--- config.mk ---
export PLATFORM = sky130hd
export DESIGN_NAME = decimal_line_command_parser_flat
export DESIGN_NICKNAME = d
export VERILOG_FILES = /design/src/hdl/dlcp_pkg.sv /design/src/hdl/dlcp_if.sv /design/src/hdl/decimal_line_command_parser.sv /design/src/hdl/dlcp_step.sv /design/src/flat_wrapper.sv
export VERILOG_INCLUDE_DIRS = /design/src /design/src/hdl
export SDC_FILE = /design/constraint.sdc
export NUM_CORES = 1
export LEC_CHECK = 0
export ABC_AREA = 1
export BUFFER_PORTS_ARGS = -buffer_cell sky130_fd_sc_hd__buf_4
export CAP_MARGIN = 20
export CORE_MARGIN = 4
export CORE_UTILIZATION = 60
export CTS_BUF_LIST = sky130_fd_sc_hd__clkbuf_8
export DETAILED_ROUTE_END_ITERATION = 6
export GPL_ROUTABILITY_DRIVEN = 0
export GPL_TIMING_DRIVEN = 0
export PLACE_DENSITY = 0.75
export SYNTH_ARGS = -nofsm -noshare
export SYNTH_HDL_FRONTEND = slang
export SYNTH_SLANG_ARGS = --single-unit
--- constraint.sdc ---
create_clock -name i_clk -period 4.8 [get_ports i_clk]
set_clock_uncertainty 0.05 [all_clocks]
set_input_delay 0.96 -clock i_clk [delete_from_list [all_inputs] [get_ports i_clk]]
set_output_delay 0.96 -clock i_clk [all_outputs]
set_load 0.02 [all_outputs]
--- src/hdl/decimal_line_command_parser_defines.svh ---
// ----------------------------------------------------------------------------
// Decimal line command parser assertion macros
// Shared concurrent assertion forms, compiled away for synthesis.
// ----------------------------------------------------------------------------
`ifndef DECIMAL_LINE_COMMAND_PARSER_DEFINES_SVH
`define DECIMAL_LINE_COMMAND_PARSER_DEFINES_SVH

`ifndef SYNTHESIS

`define DLCP_ASSERT_IMP(lbl, clk, rst_n, ante, cons) \
    lbl: assert property (@(posedge clk) disable iff (!(rst_n)) (ante) |-> (cons)) \
        else $error("assertion failed: same cycle implication");

`define DLCP_ASSERT_NEXT(lbl, clk, rst_n, ante, cons) \
    lbl: assert property (@(posedge clk) disable iff (!(rst_n)) (ante) |=> (cons)) \
        else $error("assertion failed: next cycle implication");

`else

`define DLCP_ASSERT_IMP(lbl, clk, rst_n, ante, cons)

`define DLCP_ASSERT_NEXT(lbl, clk, rst_n, ante, cons)

`endif

`endif

--- src/hdl/dlcp_pkg.sv ---
// ----------------------------------------------------------------------------
// Decimal line command parser package
// Line capacity, character codes, parse phases and the parser state record.
// ----------------------------------------------------------------------------
package dlcp_pkg;

    localparam int unsigned LINE_CAP = 48;
    localparam int unsigned LEN_W    = $clog2(LINE_CAP);

    localparam logic [7:0] CH_CR    = 8'h0D;
    localparam logic [7:0] CH_LF    = 8'h0A;
    localparam logic [7:0] CH_SPACE = 8'h20;
    localparam logic [7:0] CH_TAB   = 8'h09;
    localparam logic [7:0] CH_VT    = 8'h0B;
    localparam logic [7:0] CH_FF    = 8'h0C;
    localparam logic [7:0] CH_PLUS  = 8'h2B;
    localparam logic [7:0] CH_MINUS = 8'h2D;
    localparam logic [7:0] CH_ZERO  = 8'h30;
    localparam logic [7:0] CH_NINE  = 8'h39;

    typedef enum logic [1:0] {
        PH_SKIP   = 2'd0,
        PH_SIGN   = 2'd1,
        PH_DIGITS = 2'd2,
        PH_DONE   = 2'd3
    } t_phase;

    typedef struct packed {
        t_phase             phase;
        logic               neg;
        logic [31:0]        acc;
        logic [LEN_W-1:0]   len;
        logic signed [31:0] speed;
    } t_parse_state;

endpackage

--- src/hdl/dlcp_if.sv ---
// ----------------------------------------------------------------------------
// Decimal line command parser channels
// Valid/ready channels for received bytes and for speed results.
// ----------------------------------------------------------------------------
interface dlcp_byte_if;
    logic       valid;
    logic       ready;
    logic [7:0] rx_byte;

    modport source (output valid, output rx_byte, input ready);
    modport sink (input valid, input rx_byte, output ready);
endinterface

interface dlcp_speed_if;
    logic               valid;
    logic               ready;
    logic signed [31:0] target_speed;
    logic               speed_updated;

    modport source (output valid, output target_speed, output speed_updated, input ready);
    modport sink (input valid, input target_speed, input speed_updated, output ready);
endinterface

--- src/hdl/decimal_line_command_parser.sv ---
// ----------------------------------------------------------------------------
// Decimal line command parser
// Bytes from a serial receiver enter on i_rx, one byte per request. Each
// accepted byte produces exactly one result request on o_speed, carrying the
// currently held target speed and a flag that is set when that byte ended a
// non-empty line with CR or LF. A line is parsed with atoi rules as it
// arrives, and a byte that would overfill the line is dropped and restarts it.
// A byte is registered on acceptance, parsed from the input register and its
// result is registered, so it passes through the input and result registers.
// The block takes one byte per cycle while its results are taken; the state
// update is combinational from the input to the state and result registers.
// When the receiver stalls, the result register holds its request and the
// input register still takes one more byte before i_rx.ready falls.
// Synchronous reset clears both registers, the line and a target speed of 0.
// ----------------------------------------------------------------------------
`include "decimal_line_command_parser_defines.svh"

module decimal_line_command_parser (
    input  logic                i_clk,
    input  logic                i_rst_n,
    dlcp_byte_if.sink           i_rx,
    dlcp_speed_if.source        o_speed
);

    logic                   r_in_valid;
    logic [7:0]             r_in_byte;
    logic                   r_out_valid;
    logic signed [31:0]     r_out_speed;
    logic                   r_out_updated;
    dlcp_pkg::t_parse_state r_state;
    dlcp_pkg::t_parse_state n_state;
    logic                   n_updated;
    logic                   out_free;
    logic                   advance;

    assign out_free   = !r_out_valid || o_speed.ready;
    assign advance    = r_in_valid && out_free;
    assign i_rx.ready = !r_in_valid || advance;

    dlcp_step u_step (
        .i_state   (r_state),
        .i_byte    (r_in_byte),
        .o_state   (n_state),
        .o_updated (n_updated)
    );

    always_ff @(posedge i_clk) begin
        if (!i_rst_n) begin
            r_in_valid  <= 1'b0;
            r_out_valid <= 1'b0;
            r_state     <= '{phase: dlcp_pkg::PH_SKIP, neg: 1'b0, acc: '0, len: '0,
                             speed: '0};
        end else begin
            if (i_rx.ready) begin
                r_in_valid <= i_rx.valid;
            end
            if (advance) begin
                r_state     <= n_state;
                r_out_valid <= 1'b1;
            end else if (o_speed.ready) begin
                r_out_valid <= 1'b0;
            end
        end
    end

    always_ff @(posedge i_clk) begin
        if (i_rx.valid && i_rx.ready) begin
            r_in_byte <= i_rx.rx_byte;
        end
        if (advance) begin
            r_out_speed   <= n_state.speed;
            r_out_updated <= n_updated;
        end
    end

    assign o_speed.valid         = r_out_valid;
    assign o_speed.target_speed  = r_out_speed;
    assign o_speed.speed_updated = r_out_updated;

    `DLCP_ASSERT_IMP(a_len_in_range, i_clk, i_rst_n, 1'b1,
        {1'b0, r_state.len} < (dlcp_pkg::LEN_W + 1)'(dlcp_pkg::LINE_CAP))
    `DLCP_ASSERT_IMP(a_skip_is_clean, i_clk, i_rst_n, r_state.phase == dlcp_pkg::PH_SKIP,
        (r_state.acc == '0) && !r_state.neg)
    `DLCP_ASSERT_NEXT(a_update_restarts, i_clk, i_rst_n, advance && n_updated,
        (r_state.len == '0) && r_out_updated && (r_out_speed == r_state.speed))
    `DLCP_ASSERT_IMP(a_no_overrun, i_clk, i_rst_n, r_out_valid && !o_speed.ready,
        !advance)

endmodule

--- src/hdl/dlcp_step.sv ---
// ----------------------------------------------------------------------------
// Decimal line command parser step
// Applies one received byte to the line and parse state.
// ----------------------------------------------------------------------------
module dlcp_step (
    input  dlcp_pkg::t_parse_state i_state,
    input  logic [7:0]             i_byte,
    output dlcp_pkg::t_parse_state o_state,
    output logic                   o_updated
);

    logic                     is_digit;
    logic                     is_space;
    logic                     is_sign;
    logic                     is_eol;
    logic                     has_room;
    logic [dlcp_pkg::LEN_W:0] len_inc;
    logic [31:0]              acc_times_ten;

    assign is_digit = (i_byte >= dlcp_pkg::CH_ZERO) && (i_byte <= dlcp_pkg::CH_NINE);
    assign is_space = (i_byte == dlcp_pkg::CH_SPACE) || (i_byte == dlcp_pkg::CH_TAB)
                   || (i_byte == dlcp_pkg::CH_VT) || (i_byte == dlcp_pkg::CH_FF);
    assign is_sign  = (i_byte == dlcp_pkg::CH_PLUS) || (i_byte == dlcp_pkg::CH_MINUS);
    assign is_eol   = (i_byte == dlcp_pkg::CH_CR) || (i_byte == dlcp_pkg::CH_LF);
    assign len_inc  = {1'b0, i_state.len} + {{dlcp_pkg::LEN_W{1'b0}}, 1'b1};
    assign has_room = len_inc < (dlcp_pkg::LEN_W + 1)'(dlcp_pkg::LINE_CAP);
    assign acc_times_ten = {i_state.acc[28:0], 3'b000} + {i_state.acc[30:0], 1'b0};

    always_comb begin
        o_state   = i_state;
        o_updated = 1'b0;
        if (is_eol) begin
            if (i_state.len != '0) begin
                o_state.speed = i_state.neg ? $signed((~i_state.acc) + 32'd1)
                                            : $signed(i_state.acc);
                o_updated     = 1'b1;
                o_state.phase = dlcp_pkg::PH_SKIP;
                o_state.neg   = 1'b0;
                o_state.acc   = '0;
                o_state.len   = '0;
            end
        end else if (has_room) begin
            o_state.len = len_inc[dlcp_pkg::LEN_W-1:0];
            if (i_state.phase != dlcp_pkg::PH_DONE) begin
                if (is_digit) begin
                    o_state.acc   = acc_times_ten + {28'd0, i_byte[3:0]};
                    o_state.phase = dlcp_pkg::PH_DIGITS;
                end else if ((i_state.phase == dlcp_pkg::PH_SKIP) && is_space) begin
                    o_state.phase = dlcp_pkg::PH_SKIP;
                end else if ((i_state.phase == dlcp_pkg::PH_SKIP) && is_sign) begin
                    o_state.neg   = (i_byte == dlcp_pkg::CH_MINUS);
                    o_state.phase = dlcp_pkg::PH_SIGN;
                end else begin
                    o_state.phase = dlcp_pkg::PH_DONE;
                end
            end
        end else begin
            o_state.phase = dlcp_pkg::PH_SKIP;
            o_state.neg   = 1'b0;
            o_state.acc   = '0;
            o_state.len   = '0;
        end
    end

endmodule

--- src/flat_wrapper.sv ---
// flat-port wrapper written by rule: the top's interface ports become plain ports
module decimal_line_command_parser_flat 
  (i_clk, i_rst_n, i_rx_valid, i_rx_rx_byte, i_rx_ready, o_speed_valid, o_speed_target_speed, o_speed_speed_updated, o_speed_ready);
  dlcp_byte_if i_rx_i ();
  dlcp_speed_if o_speed_i ();
  input  logic i_clk;
  input  logic i_rst_n;
  input wire logic [$bits(i_rx_i.valid)-1:0] i_rx_valid;
  input wire logic [$bits(i_rx_i.rx_byte)-1:0] i_rx_rx_byte;
  output wire logic [$bits(i_rx_i.ready)-1:0] i_rx_ready;
  output wire logic [$bits(o_speed_i.valid)-1:0] o_speed_valid;
  output wire logic [$bits(o_speed_i.target_speed)-1:0] o_speed_target_speed;
  output wire logic [$bits(o_speed_i.speed_updated)-1:0] o_speed_speed_updated;
  input wire logic [$bits(o_speed_i.ready)-1:0] o_speed_ready;
  assign i_rx_i.valid = i_rx_valid;
  assign i_rx_i.rx_byte = i_rx_rx_byte;
  assign i_rx_ready = i_rx_i.ready;
  assign o_speed_valid = o_speed_i.valid;
  assign o_speed_target_speed = o_speed_i.target_speed;
  assign o_speed_speed_updated = o_speed_i.speed_updated;
  assign o_speed_i.ready = o_speed_ready;
  decimal_line_command_parser u_core (.i_clk(i_clk), .i_rst_n(i_rst_n), .i_rx(i_rx_i), .o_speed(o_speed_i));
endmodule
-- After elaboration in Yosys (flattened, before gate mapping)
Cells that the tools add are included.
- add/subtract/negate cells: 4
- $lt $le $gt $ge: 3
- equal/unequal tests: 15
- mux-type cells: 16
- bitwise operators: 1
- reductions and logical operators: 21
- operator list (operator ; count):
    two-way mux 32 bit ; 3
    two-way mux 41 bit ; 2
    two-way mux 73 bit ; 1
    == test 8 x 4 -> 1 bit (second input constant) ; 5
    two-way mux 35 bit ; 1
    adder 32 x 1 -> 32 bit (second input constant) ; 1
    adder 32 bit ; 1
    adder 32 x 4 -> 32 bit ; 1
    NOT 32 bit ; 1
    == test 8 x 6 -> 1 bit (second input constant) ; 3
    != test 3 bit (second input constant) ; 3
    >= comparator 8 x 6 -> 1 bit (second input constant) ; 1
    less-or-equal comparator 8 x 6 -> 1 bit (second input constant) ; 1
    adder 6 x 1 -> 7 bit (second input constant) ; 1
    logical OR 1 bit ; 7
    less-than comparator 7 x 6 -> 1 bit (second input constant) ; 1
    two-way mux 1 bit ; 6
    two-way mux 2 bit ; 3
    != test 3 x 2 -> 1 bit (second input constant) ; 2
    AND reduction 6 bit ; 1
    nonzero test 6 bit ; 1
    logical AND 1 bit ; 5
    AND reduction 4 bit ; 1
    AND reduction 3 bit ; 1
    6 further kinds ; 7
- register bits after elaboration: 116
- bits of input ports: 12
- output and inout bits: 35

-- Depth between registers and ports, before layout
Gate-level depths: netlist of run 1.
- depth in word-level cells: 10
- depth in mapped cells: 16
- mapped depth without buffers: 16

-- Cells and area by module
A second synthesis of run 1 with hierarchy kept.
- cell total of the unflattened synthesis: 1459
- area, all modules: 9253.9 um^2
- modules (own cells, without submodules) (module ; instances ; cells each ; area an instance (um^2)):
    dlcp_step ; 1 ; 927 ; 4644.5
    decimal_line_command_parser ; 1 ; 532 ; 4609.4

-- Worst setup path after synthesis of run 1
No wires, ideal clock.
- kind: input-to-reg
- from: in o_speed_ready
- to: reg u_core.r_out_updated, in the netlist u_core.o_speed.speed_updated (enable)
- library setup time: 0.410 ns
- arrival: 2.405 ns
- setup slack: 1.935 ns
- stages: 5
- path buffers: 1
- path through: inv_1 > nand2_1 > nand2_1 > inv_2 > buf_1
- cells in the longest elaborated chain, start to end: 2
- RTL lines (what ; RTL line ; source):
    from (decl) ; flat_wrapper.sv:14 ; input wire logic [$bits(o_speed_i.ready)-1:0] o_speed_ready;
    logical OR 1 bit ; decimal_line_command_parser.sv:36 ; assign out_free = !r_out_valid || o_speed.ready;
    logical AND 1 bit ; decimal_line_command_parser.sv:37 ; assign advance = r_in_valid && out_free;
    via u_core.advance ; decimal_line_command_parser.sv:34 ; logic advance;
    to (signal assigned) ; decimal_line_command_parser.sv:72 ; r_out_updated <= n_updated;
    to (decl) ; decimal_line_command_parser.sv:29 ; logic r_out_updated;
The timed path passes the listed nets, and every way through them passes these cells.
A chain may end at the register's enable or synchronous reset.

-- Worst setup path in the final report of run 1
- from: reg u_core.r_state[40] in the netlist's numbering
- to: reg u_core.r_state[68] in the netlist's numbering
- cells in the longest elaborated chain, start to end: 6
- RTL lines (what ; RTL line ; source):
    from (decl) ; decimal_line_command_parser.sv:30 ; dlcp_pkg::t_parse_state r_state;
    from (signal assigned) ; decimal_line_command_parser.sv:51 ; r_state <= '{phase: dlcp_pkg::PH_SKIP, neg: 1'b0, acc: '0, len: '0,
    from (signal assigned) ; decimal_line_command_parser.sv:58 ; r_state <= n_state;
    adder 32 bit ; dlcp_step.sv:27 ; assign acc_times_ten = {i_state.acc[28:0], 3'b000} + {i_state.acc[30:0], 1'b0};
    adder 32 x 4 -> 32 bit ; dlcp_step.sv:46 ; o_state.acc = acc_times_ten + {28'd0, i_byte[3:0]};
    two-way mux 32 bit ; dlcp_step.sv:45 ; if (is_digit) begin
    two-way mux 35 bit ; dlcp_step.sv:44 ; if (i_state.phase != dlcp_pkg::PH_DONE) begin
    two-way mux 41 bit ; dlcp_step.sv:42 ; end else if (has_room) begin
    two-way mux 41 bit ; dlcp_step.sv:32 ; if (is_eol) begin
Every way passes these cells. The select of a mux whose other input is x is not followed.

==> results of run 1 <==
==> layer usage <==
metal	track usage [%]	share of wire (%)
met4	6.75	1.4
met2	43.3	46
met3	5.26	5.4
met1	36.9	47
met5	0	0
==> layout by cell type (no fill, tap or decap), types with 7 or more instances in the layout <==
master / instances
a21oi_2: 9
buf_4: 48
edfxtp_1: 41
nor3_1: 11
ha_1: 61
nand2_2: 15
xnor2_1: 8
nand3_2: 11
a21oi_1: 42
nand2_1: 390
nand3_1: 98
nand3b_1: 8
o21ai_0: 57
nor2_1: 174
buf_2: 8
xor2_1: 8
inv_1: 189
nand4_1: 14
dfxtp_1: 75
o21ai_1: 8
clkbuf_1: 12
inv_2: 7
clkbuf_8: 18
==> critical path: stages (launching register included) <==
cell and delay (ns):
dfxtp_1 0.47, inv_1 0.19, fa_1 0.53, inv_1 0.07
fa_1 0.48, nand3_1 0.11, nand3_1 0.19, nand3_1 0.13
nand3_1 0.17, nand2_1 0.14, nand2_1 0.06, nand2_1 0.07
nand3_2 0.10, a21oi_2 0.12
==> report_power, final <==
part	internal [mW]	total (mW)	switching, mW
clock network	0.374	0.798	0.424
registers	1.07	1.09	0.0238
logic	0.0887	0.250	0.162
==> cell type report <==
type	instances	area, sq um	share of cell area [%]
tap	180	225	2.41
multi-input combinational	945	4790	51.2
clock buffer	18	248	2.65
sequential	116	2730	29.2
inverter	197	739	7.90
clock inverter	14	103	1.10
timing repair buffer	45	338	3.61
buffer	31	176	1.89
==> registers in the layout, indices dropped and copies added, names as in the netlist <==
signal	cells
u_core.o_speed.speed_updated	1
u_core.r_state	73
u_core.r_in_valid	1
u_core.r_in_byte	8
u_core.o_speed.valid	1
u_core.o_speed.target_speed	32
==> cells by family after synthesis <==
kind of cell	after synthesis	synth area share (%)
AND/OR/NAND/NOR	739	37.4
buffers and inverters	228	10.8
AO/OA/AOI/OAI	127	8.26
flip-flops	116	32.4
adder cells (fa/ha/maj)	63	9.52
XOR/XNOR	16	1.66
==> worst min path at each step <==
stage,slack (ns),end,depth (start not counted)
after floorplan,0.41,u_core.r_state[69]$_SDFFE_PN0P_,2
after global placement,0.43,u_core.r_state[69]$_SDFFE_PN0P_,2
after detailed placement,0.44,u_core.r_state[69]$_SDFFE_PN0P_,2
after CTS,0.45,u_core.r_state[69]$_SDFFE_PN0P_,2
after global routing,0.46,u_core.r_state[69]$_SDFFE_PN0P_,2
final,0.45,u_core.r_state[72]$_SDFFE_PN0P_,2
==> impl_results.md, run 1 <==
- DRT antenna net count: 0
- Clock Latency Late Sink: 0.43 ns
- Site row count: 43
- Post-synthesis async set-or-reset flop share: 0%
- Cell Area, Placed: 0.00901 sq mm
- Ys Warns: 0
- Worst R2R Path Depth: 13
- Hpwl dp: 17000 microns
- Count of flip-flops with a built-in enable after synthesis: 41
- Synth top area cells: dfxtp_1 18%, nand2_1 17%, edfxtp_1 15%, ha_1 9.0%, inv_1 8.4%
- Cells after Synth: 1289
- Synth top area share: 17.8%
- Port bufs: 45
- Antenna violations before repair: 0
- Final Core Density: 67.7%
- TritonCTS clock tree: built
- Final worst-path cycle share: 61.3%
- Non-filler cells, final: 1546
- Place WS: 1.91 ns
- CP Class: register to register
- Gr usage total: 26.7%
- Outcome: finished clean
- Seq/Total Area, Yosys: 32.4%
- Area grow syn2layout: 10.8%
- Via count: 8105
- Root Driver: clkbuf_8
- LEAKAGE: 4.94 nW
- Hold_ws: 0.453 ns
- # clock sinks: 116
- Worst slew margin: 43.5%
- I/O pin cnt: 47
- Synthesized net count: 1364
- Origin of the critical flop-to-flop path: u_core.r_state[40]$_SDFFE_PN0P_
- Iter 0 DRT Violations: 584
- Drt pass-1 iters: 5
- Clk buf depth: 2
- TNS Setup: 0 ns
- FF-to-FF End: u_core.r_state[68]$_SDFFE_PN0P_
- Routed WL: 21100 microns
- Overall power: 2.14 mW
- Fillers: 1317
- Total Nets Final: 1428
- Post-CTS resize count: 0
- Beginning of the worst hold path: u_core.r_state[72]$_SDFFE_PN0P_
- Cell Pwr Density: 229 mW/mm^2
- Routed length per instance: 13.7 microns
- Clock-pin slew on the worst setup and hold paths: 0.08 ns
- Worst Tran Pin Value: 0.847 ns
- Final Instance Area: 0.00936 sq mm
- Largest net degree at the start of global routing: 43
- Max Freq: 0.340 GHz
- Vias per cell: 5.24
- Worst setup path end: u_core.r_state[68]$_SDFFE_PN0P_
- Max-slew violations: 0
- Most common cell in the netlist: nand2_1
- DRC viols: 0
- Yosys reg bits: 116
- Worst Path Max Fanout: 5
- Share of cells above drive strength 1: 10.7%
- Die Area: 0.0160 sq mm
- Max-capacitance violation count: 0
- Global route overflow: 0
- Commonest cells post-synth: 390 x nand2_1, 189 x inv_1, 174 x nor2_1
- CP Data Arrival Time: 3.26 ns
- Setup bufs post-CTS: 0
- Worst setup SP type: register
- First-pass GRT wire length: 34900 microns
- Placed Cells: 1514
- Ys flop type: dfxtp_1
- Num CTS Buffers: 17
- Finish-stage setup viols: 0
- Req. time, crit path: 5.12 ns
- Worst hold path type: register to register
- Die H: 127 microns
- Kind of end point of the critical path: register
- Hold Vio Cnt, Final: 0
- Setup crit start: u_core.r_state[40]$_SDFFE_PN0P_
- Antenna cells: 0
- Synth Cell Area: 0.00844 sq mm
- Core ar.: 0.0138 sq mm
- Synth cell types: 40
- Tmin final: 2.94 ns
- Horiz. Die Dim: 127 microns
- Max VDD drop: 0.183 mV
- Register-to-register setup slack: 1.86 ns
- Syn_area_per_cell: 6.55 sq um
- CTS Hold Buffers Added: 0
- Most area-hungry cell type in the Yosys netlist: dfxtp_1
- RSZ-0062 raised after global routing: false
- Htree depth: 4
- Via count of the first global-routing pass: 7291
- Setup ws final: 1.86 ns
- Initial Utilization: 61.1%
Note: power is estimated with default switching activity, not from simulation.
==> run 2: changes to the inputs <==
clock period = 3 ns   (was 4.8 ns; I/O delays follow)
==> run 2 against run 1 <==
Effect of this change: core utilization is 0.054 points higher; clock-buffer cell count stayed put; first-iteration DRC count is 6.0% lower; wire length is 0.24% lower; die area stayed put.
==> impl_results.md, run 2 (synthesis gave the netlist of run 1 again) <==
- Gr usage total: 26.7% (unchanged)
- Antenna cells: 0 (unchanged)
- Non-filler cells, final: 1546 (unchanged)
- Horiz. Die Dim: 127 microns (unchanged)
- Multi-input gate area: 0.00480 sq mm (was 0.00479 sq mm)
- Max-capacitance violation count: 0 (unchanged)
- Hpwl dp: 17000 microns (unchanged)
- Most common cell after layout, fill and taps aside: nand2_1 (unchanged)
- Via count: 8094 (was 8105)
- Port bufs: 45 (unchanged)
- CP Class: register to register (unchanged)
- Htree depth: 4 (unchanged)
- Max-slew violations: 0 (unchanged)
- I/O pin cnt: 47 (unchanged)
- Vias per cell: 5.24 (about the same)
- Via count of the first global-routing pass: 7291 (unchanged)
- Final worst-path cycle share: 91.6% (was 61.3%)
- Antenna violations before repair: 0 (unchanged)
- Setup bufs post-CTS: 0 (unchanged)
- Clock Latency Late Sink: 0.43 ns (about the same)
- Global route overflow: 0 (unchanged)
- Tmin final: 2.75 ns (was 2.94 ns)
- Max Freq: 0.364 GHz (was 0.340 GHz)
- Share of cells above drive strength 1: 10.9% (was 10.7%)
- Top Layer Used: met4 (unchanged)
- Clock-pin slew on the worst setup and hold paths: 0.07 ns (was 0.08 ns)
- Req. time, crit path: 3.31 ns (was 5.12 ns)
- Core ar.: 0.0138 sq mm (unchanged)
- Met1 WL: 9790 microns (was 9950 microns)
- Routed length per instance: 13.6 microns (was 13.7 microns)
- Worst Path Max Fanout: 5 (unchanged)
- Hold Vio Cnt, Final: 0 (unchanged)
- Num CTS Buffers: 17 (unchanged)
- DRT antenna net count: 0 (unchanged)
- DRC viols: 0 (unchanged)
- Area grow syn2layout: 10.9% (was 10.8%)
- Commonest cells after routing, fill and taps aside: 390 x nand2_1, 189 x inv_1, 174 x nor2_1, 97 x nand3_1, 73 x dfxtp_1 (was 390 x nand2_1, 189 x inv_1, 174 x nor2_1, 98 x nand3_1, 75 x dfxtp_1)
- TritonCTS clock tree: built (unchanged)
- Cell Area, Placed: 0.00901 sq mm (unchanged)
- CP Data Arrival Time: 3.06 ns (was 3.26 ns)
- Placed Cells: 1514 (unchanged)
- Hold_ws: 0.289 ns (was 0.453 ns)
- Register area: 0.00274 sq mm (was 0.00273 sq mm)
- Clk buf depth: 2 (unchanged)
- Root Driver: clkbuf_8 (unchanged)
- Worst setup SP type: register (unchanged)
- Worst hold path type: primary input to register (was register to register)
- Outcome: finished clean (unchanged)
- Site row count: 43 (unchanged)
- Post-CTS resize count: 0 (unchanged)
- WL met2: 9660 microns (was 9740 microns)
- Initial Utilization: 61.1% (unchanged)
- Finish-stage setup viols: 0 (unchanged)
- Final Instance Area: 0.00936 sq mm (about the same)
- Met3 WL post-DR: 1320 microns (was 1140 microns)
- Drt pass-1 iters: 5 (unchanged)
- Total Nets Final: 1428 (unchanged)
- Fillers: 1315 (was 1317)
- # clock sinks: 116 (unchanged)
- Largest net degree at the start of global routing: 43 (unchanged)
- Overall power: 3.42 mW (was 2.14 mW)
- LEAKAGE: 4.94 nW (about the same)
- Worst slew margin: 44.0% (was 43.5%)
- Top reg by flops: u_core.r_state (unchanged)
- Final Core Density: 67.7% (about the same)
- Worst Tran Pin Value: 0.840 ns (was 0.847 ns)
- Iter 0 DRT Violations: 549 (was 584)
- Die H: 127 microns (unchanged)
- CTS Hold Buffers Added: 0 (unchanged)
- Kind of end point of the critical path: register (unchanged)
- Die Area: 0.0160 sq mm (unchanged)
- Max VDD drop: 0.293 mV (was 0.183 mV)
- Max reg flops: 73 (unchanged)
- First-pass GRT wire length: 34900 microns (unchanged)
- RSZ-0062 raised after global routing: false (unchanged)
- Routed WL: 21100 microns (about the same)
- Cell Pwr Density: 365 mW/mm^2 (was 229 mW/mm^2)
-- run 2: changes by cell type in the layout (fill, tap and decap cells not counted) --
| cell | previous run | this run |
|---|---|---|
| nand3_2 | 11 | 12 |
| dfxtp_1 | 75 | 73 |
| nand3_1 | 98 | 97 |
| dfxtp_2 | 0 | 2 |
-- run 2: power breakdown --
| part | switching, mW | internal (mW) | leakage [nW] | total, mW |
|---|---|---|---|---|
| Combinational | 0.257 | 0.142 | 3.77 | 0.399 |
| Sequential | 0.0381 | 1.71 | 1.01 | 1.75 |
| Clock | 0.674 | 0.598 | 0.174 | 1.27 |
-- run 2: path summary, 6_finish.rpt --
kind              cells past startpoint  slack (ns)                              end                            start
hold reg to reg                       2        0.45  u_core.r_state[72]$_SDFFE_PN0P_  u_core.r_state[72]$_SDFFE_PN0P_
setup / recovery                     13        0.25  u_core.r_state[68]$_SDFFE_PN0P_  u_core.r_state[40]$_SDFFE_PN0P_
hold / removal                        1        0.29    u_core.r_in_byte[2]$_DFFE_PP_                  i_rx_rx_byte[2]
setup reg to reg                     13        0.25  u_core.r_state[68]$_SDFFE_PN0P_  u_core.r_state[40]$_SDFFE_PN0P_
-- run 2: layer usage --
layer  global-route usage [%]  vias to the layer above
li1                         -                     4221
met1                     36.9                     3617
met2                     43.3                      227
met3                     5.26                       29
met4                     6.75                        0
met5                        0                        -
-- run 2: cell type report --
type | instances | area share, %
Clock buffer | 18 | 2.65
Tap cell | 180 | 2.41
Clock inverter | 14 | 1.10
Inverter | 197 | 7.90
Timing Repair Buffer | 45 | 3.61
Sequential cell | 116 | 29.2
Buffer | 31 | 1.88
Multi-Input combinational cell | 945 | 51.3
-- run 2: worst max-delay path, cell delays in order, from the launching register on --
cell	delay, ns
dfxtp_2	0.40
inv_1	0.15
fa_1	0.53
inv_1	0.07
fa_1	0.48
nand3_1	0.12
nand3_2	0.13
nand3_1	0.10
nand3_1	0.17
nand2_1	0.14
nand2_1	0.06
nand2_1	0.07
nand3_2	0.10
a21oi_2	0.12
-- run 2: through the flow --
stage	setup WS, ns	setup TNS (ns)
after floorplan	0.495	0
after global placement	-0.0390	-0.754
after detailed placement	0.107	0
after CTS	0.0967	0
after global routing	0.0274	0
final	0.252	0
==> run 3: changes to the inputs <==
CORE_UTILIZATION = 45   (was 60)
HOLD_SLACK_MARGIN = 0.03   (was unset)
PLACE_DENSITY = 0.58   (was 0.75)
SYNTH_HIERARCHICAL = 1   (was unset)
==> run 3 against run 2 <==
Effect of this change: clock-buffer cell count decreased by 1; core utilization decreased by 16 points; largest power group unchanged; sequential cell count unchanged; critical path depth increased by 5; combinational power increased to 2.5 times the previous value; design area increased by 13%; final cell count increased by 17%; power increased by 29%; synthesized cell count increased by 13%; area after synthesis increased by 9.6%; sequential share of layout area decreased by 3.2 points; wire length increased by 32%.
==> impl_results.md, run 3 <==
- Hpwl dp: 21600 microns (was 17000 microns)
- Outcome: finished clean (unchanged)
- Most area-hungry cell type in the Yosys netlist: nand2_1 (was dfxtp_1)
- Max VDD drop: 0.254 mV (was 0.293 mV)
- Ys Warns: 6 (was 0)
- Die Area: 0.0229 sq mm (was 0.0160 sq mm)
- Num CTS Buffers: 17 (unchanged)
- CP Data Arrival Time: 3.17 ns (was 3.06 ns)
- Synth top area share: 18.4% (was 17.8%)
- Kind of end point of the critical path: register (unchanged)
- Finish-stage setup viols: 0 (unchanged)
- Seq/Total Area, Yosys: 29.5% (was 32.4%)
- Non-filler cells, final: 1814 (was 1546)
- Global route overflow: 0 (unchanged)
- Final Core Density: 52.1% (was 67.7%)
- Cells after Synth: 1459 (was 1289)
- Commonest cells after routing, fill and taps aside: 446 x nand2_1, 222 x inv_1, 147 x nor2_1, 138 x nand3_1, 118 x a21oi_1 (was 390 x nand2_1, 189 x inv_1, 174 x nor2_1, 97 x nand3_1, 73 x dfxtp_1)
- Placed Cells: 1775 (was 1514)
- First-pass GRT wire length: 43600 microns (was 34900 microns)
- Area grow syn2layout: 13.9% (was 10.9%)
- Drt pass-1 iters: 5 (unchanged)
- Horiz. Die Dim: 151 microns (was 127 microns)
- Overall power: 4.42 mW (was 3.42 mW)
- Port bufs: 45 (unchanged)
- Count of flip-flops with a built-in enable after synthesis: 41 (unchanged)
- Vias per cell: 5.00 (was 5.24)
- Antenna violations before repair: 0 (unchanged)
- Routed length per instance: 15.4 microns (was 13.6 microns)
- Root Driver: clkbuf_8 (unchanged)
- Post-synthesis async set-or-reset flop share: 0% (unchanged)
- Max-slew violations: 0 (unchanged)
- Synth top area cells: nand2_1 18%, dfxtp_1 16%, edfxtp_1 13%, inv_1 9.1%, ha_1 8.2% (was dfxtp_1 18%, nand2_1 17%, edfxtp_1 15%, ha_1 9.0%, inv_1 8.4%)
- Clk buf depth: 2 (unchanged)
- Antenna cells: 0 (unchanged)
- Worst hold path type: primary input to register (unchanged)
- Worst Tran Pin Value: 0.724 ns (was 0.840 ns)
- Largest net degree at the start of global routing: 33 (was 43)
- Final worst-path cycle share: 95.9% (was 91.6%)
- LEAKAGE: 5.43 nW (was 4.94 nW)
- Syn_area_per_cell: 6.34 sq um (was 6.55 sq um)
- TritonCTS clock tree: built (unchanged)
- Commonest cells post-synth: 453 x nand2_1, 224 x inv_1, 150 x nand3_1 (was 390 x nand2_1, 189 x inv_1, 174 x nor2_1)
- Max Freq: 0.347 GHz (was 0.364 GHz)
- Die H: 151 microns (was 127 microns)
- Clock-pin slew on the worst setup and hold paths: 0.09 ns (was 0.07 ns)
- CP Class: register to register (unchanged)
- Max-capacitance violation count: 0 (unchanged)
- Worst slew margin: 51.8% (was 44.0%)
- Ys flop type: dfxtp_1 (unchanged)
- Yosys reg bits: 116 (unchanged)
- Synth Cell Area: 0.00925 sq mm (was 0.00844 sq mm)
- Worst Path Max Fanout: 3 (was 5)
- Gr usage total: 24.7% (was 26.7%)
- Htree depth: 4 (unchanged)
- RSZ-0062 raised after global routing: true (was false)
- Synthesized net count: 1534 (was 1364)
- Clock Latency Late Sink: 0.45 ns (was 0.43 ns)
- Total Nets Final: 1606 (was 1428)
- DRT antenna net count: 0 (unchanged)
- Site row count: 52 (was 43)
- Max reg flops: 73 (unchanged)
- Via count of the first global-routing pass: 8164 (was 7291)
- Share of cells above drive strength 1: 11.4% (was 10.9%)
- Top reg by flops: u_core/r_state (was u_core.r_state)
- I/O pin cnt: 47 (unchanged)
- Most common cell in the netlist: nand2_1 (unchanged)
- Initial Utilization: 45.7% (was 61.1%)
- DRC viols: 0 (unchanged)
- Hold Path Stages: 1 (unchanged)
- Via count: 9063 (was 8094)
- Synth cell types: 42 (was 40)
- Req. time, crit path: 3.29 ns (was 3.31 ns)
- Iter 0 DRT Violations: 730 (was 549)
- Routed WL: 27900 microns (was 21100 microns)
- # clock sinks: 116 (unchanged)
- Tmin final: 2.88 ns (was 2.75 ns)
- Hold Vio Cnt, Final: 0 (unchanged)
- Most common cell after layout, fill and taps aside: nand2_1 (unchanged)
- Worst R2R Path Depth: 18 (was 13)
- Core ar.: 0.0202 sq mm (was 0.0138 sq mm)
- Worst setup SP type: register (unchanged)
- Cell Pwr Density: 419 mW/mm^2 (was 365 mW/mm^2)
-- run 3: changes by cell type in the layout (fill, tap and decap cells not counted), moves of 9 or more --
cell,delta
buf_4,+11
nand3_1,+41
o21a_1,+9
nor2_1,-27
xor2_1,+25
buf_2,+20
nand2_1,+56
a21oi_1,+76
o21ai_0,-31
inv_1,+33
-- run 3: final cells by class --
class	instances	area, sq um
fillers	2108	9690
multi-input cells	1059	5420
flip-flops and latches	116	2740
inverters	227	860
repair buffers	53	410
plain buffers	57	358
well taps	270	338
clock buffers	17	234
clock inverters	15	180
-- run 3: stage by stage --
step,setup TNS [ns],setup slack [ns],cell area (sq um),hold slack (ns)
after floorplan,0,0.191,9250,0.394
after global placement,-26.82,-0.719,9930,0.411
after detailed placement,-3.47,-0.474,9960,0.413
after CTS,0,0.0167,10400,0.243
after global routing,-0.0411,-0.0175,10500,0.248
final,0,0.122,10500,0.274
-- run 3: critical path: stages, from the launching register on --
cell        delay [ns]
dfxtp_4           0.40
clkinvlp_4        0.16
fa_1              0.52
inv_1             0.07
ha_1              0.31
nand3_1           0.08
nand3_1           0.14
nand3_1           0.12
nand3_2           0.12
nand2_2           0.11
nand2_1           0.05
nand2_1           0.06
nand3_1           0.14
nand2_1           0.14
nand2_1           0.05
inv_1             0.04
nand3_1           0.07
nand2_1           0.09
nor2_1            0.04
-- run 3: per-layer routing --
| metal | GRT usage (%) | vias up | share of wire, % |
|---|---|---|---|
| met2 | 39.2 | 227 | 45 |
| met1 | 34.6 | 4022 | 48 |
| li1 | - | 4768 | - |
| met4 | 8.34 | 0 | 2.7 |
| met3 | 3.38 | 46 | 5.1 |
| met5 | 0 | - | 0 |
-- run 3: what timing repair did --
item	in CTS	in global routing
hold endpoints to repair	0	0
hold buffers	0	0
setup buffers	4	3
cloned	0	0
pin swaps	0	2
setup endpoints to repair	18	14
gates resized for setup	8	25
-- run 3: path summary, 6_finish.rpt --
| kind | slack (ns) | start | end |
|---|---|---|---|
| worst max-delay path | 0.12 | u_core/r_state[40]$_SDFFE_PN0P_ | u_core/r_state[67]$_SDFFE_PN0P_ |
| worst min-delay path | 0.27 | i_rx_rx_byte[7] | u_core/r_in_byte[7]$_DFFE_PP_ |
| worst max register to register | 0.12 | u_core/r_state[40]$_SDFFE_PN0P_ | u_core/r_state[67]$_SDFFE_PN0P_ |
| worst min register to register | 0.43 | u_core/r_state[6]$_SDFFE_PN0P_ | u_core/r_state[6]$_SDFFE_PN0P_ |
-- run 3: kinds of logic after synthesis --
kind of cell | synth area share [%]
buffers and inverters | 13.1
adders and majority gates | 8.68
AOI/OAI and AO/OA | 9.74
xor gates and xnor gates | 3.41
DFF | 29.5
muxes | 0.446
and+or+nand+nor | 35.1
-- run 3: where the power goes --
| part | switching [mW] | total (mW) | internal, mW |
|---|---|---|---|
| registers | 0.109 | 1.84 | 1.73 |
| logic | 0.629 | 1.01 | 0.377 |
| clock network | 0.744 | 1.57 | 0.828 |
| total | 1.48 | 4.42 | 2.94 |
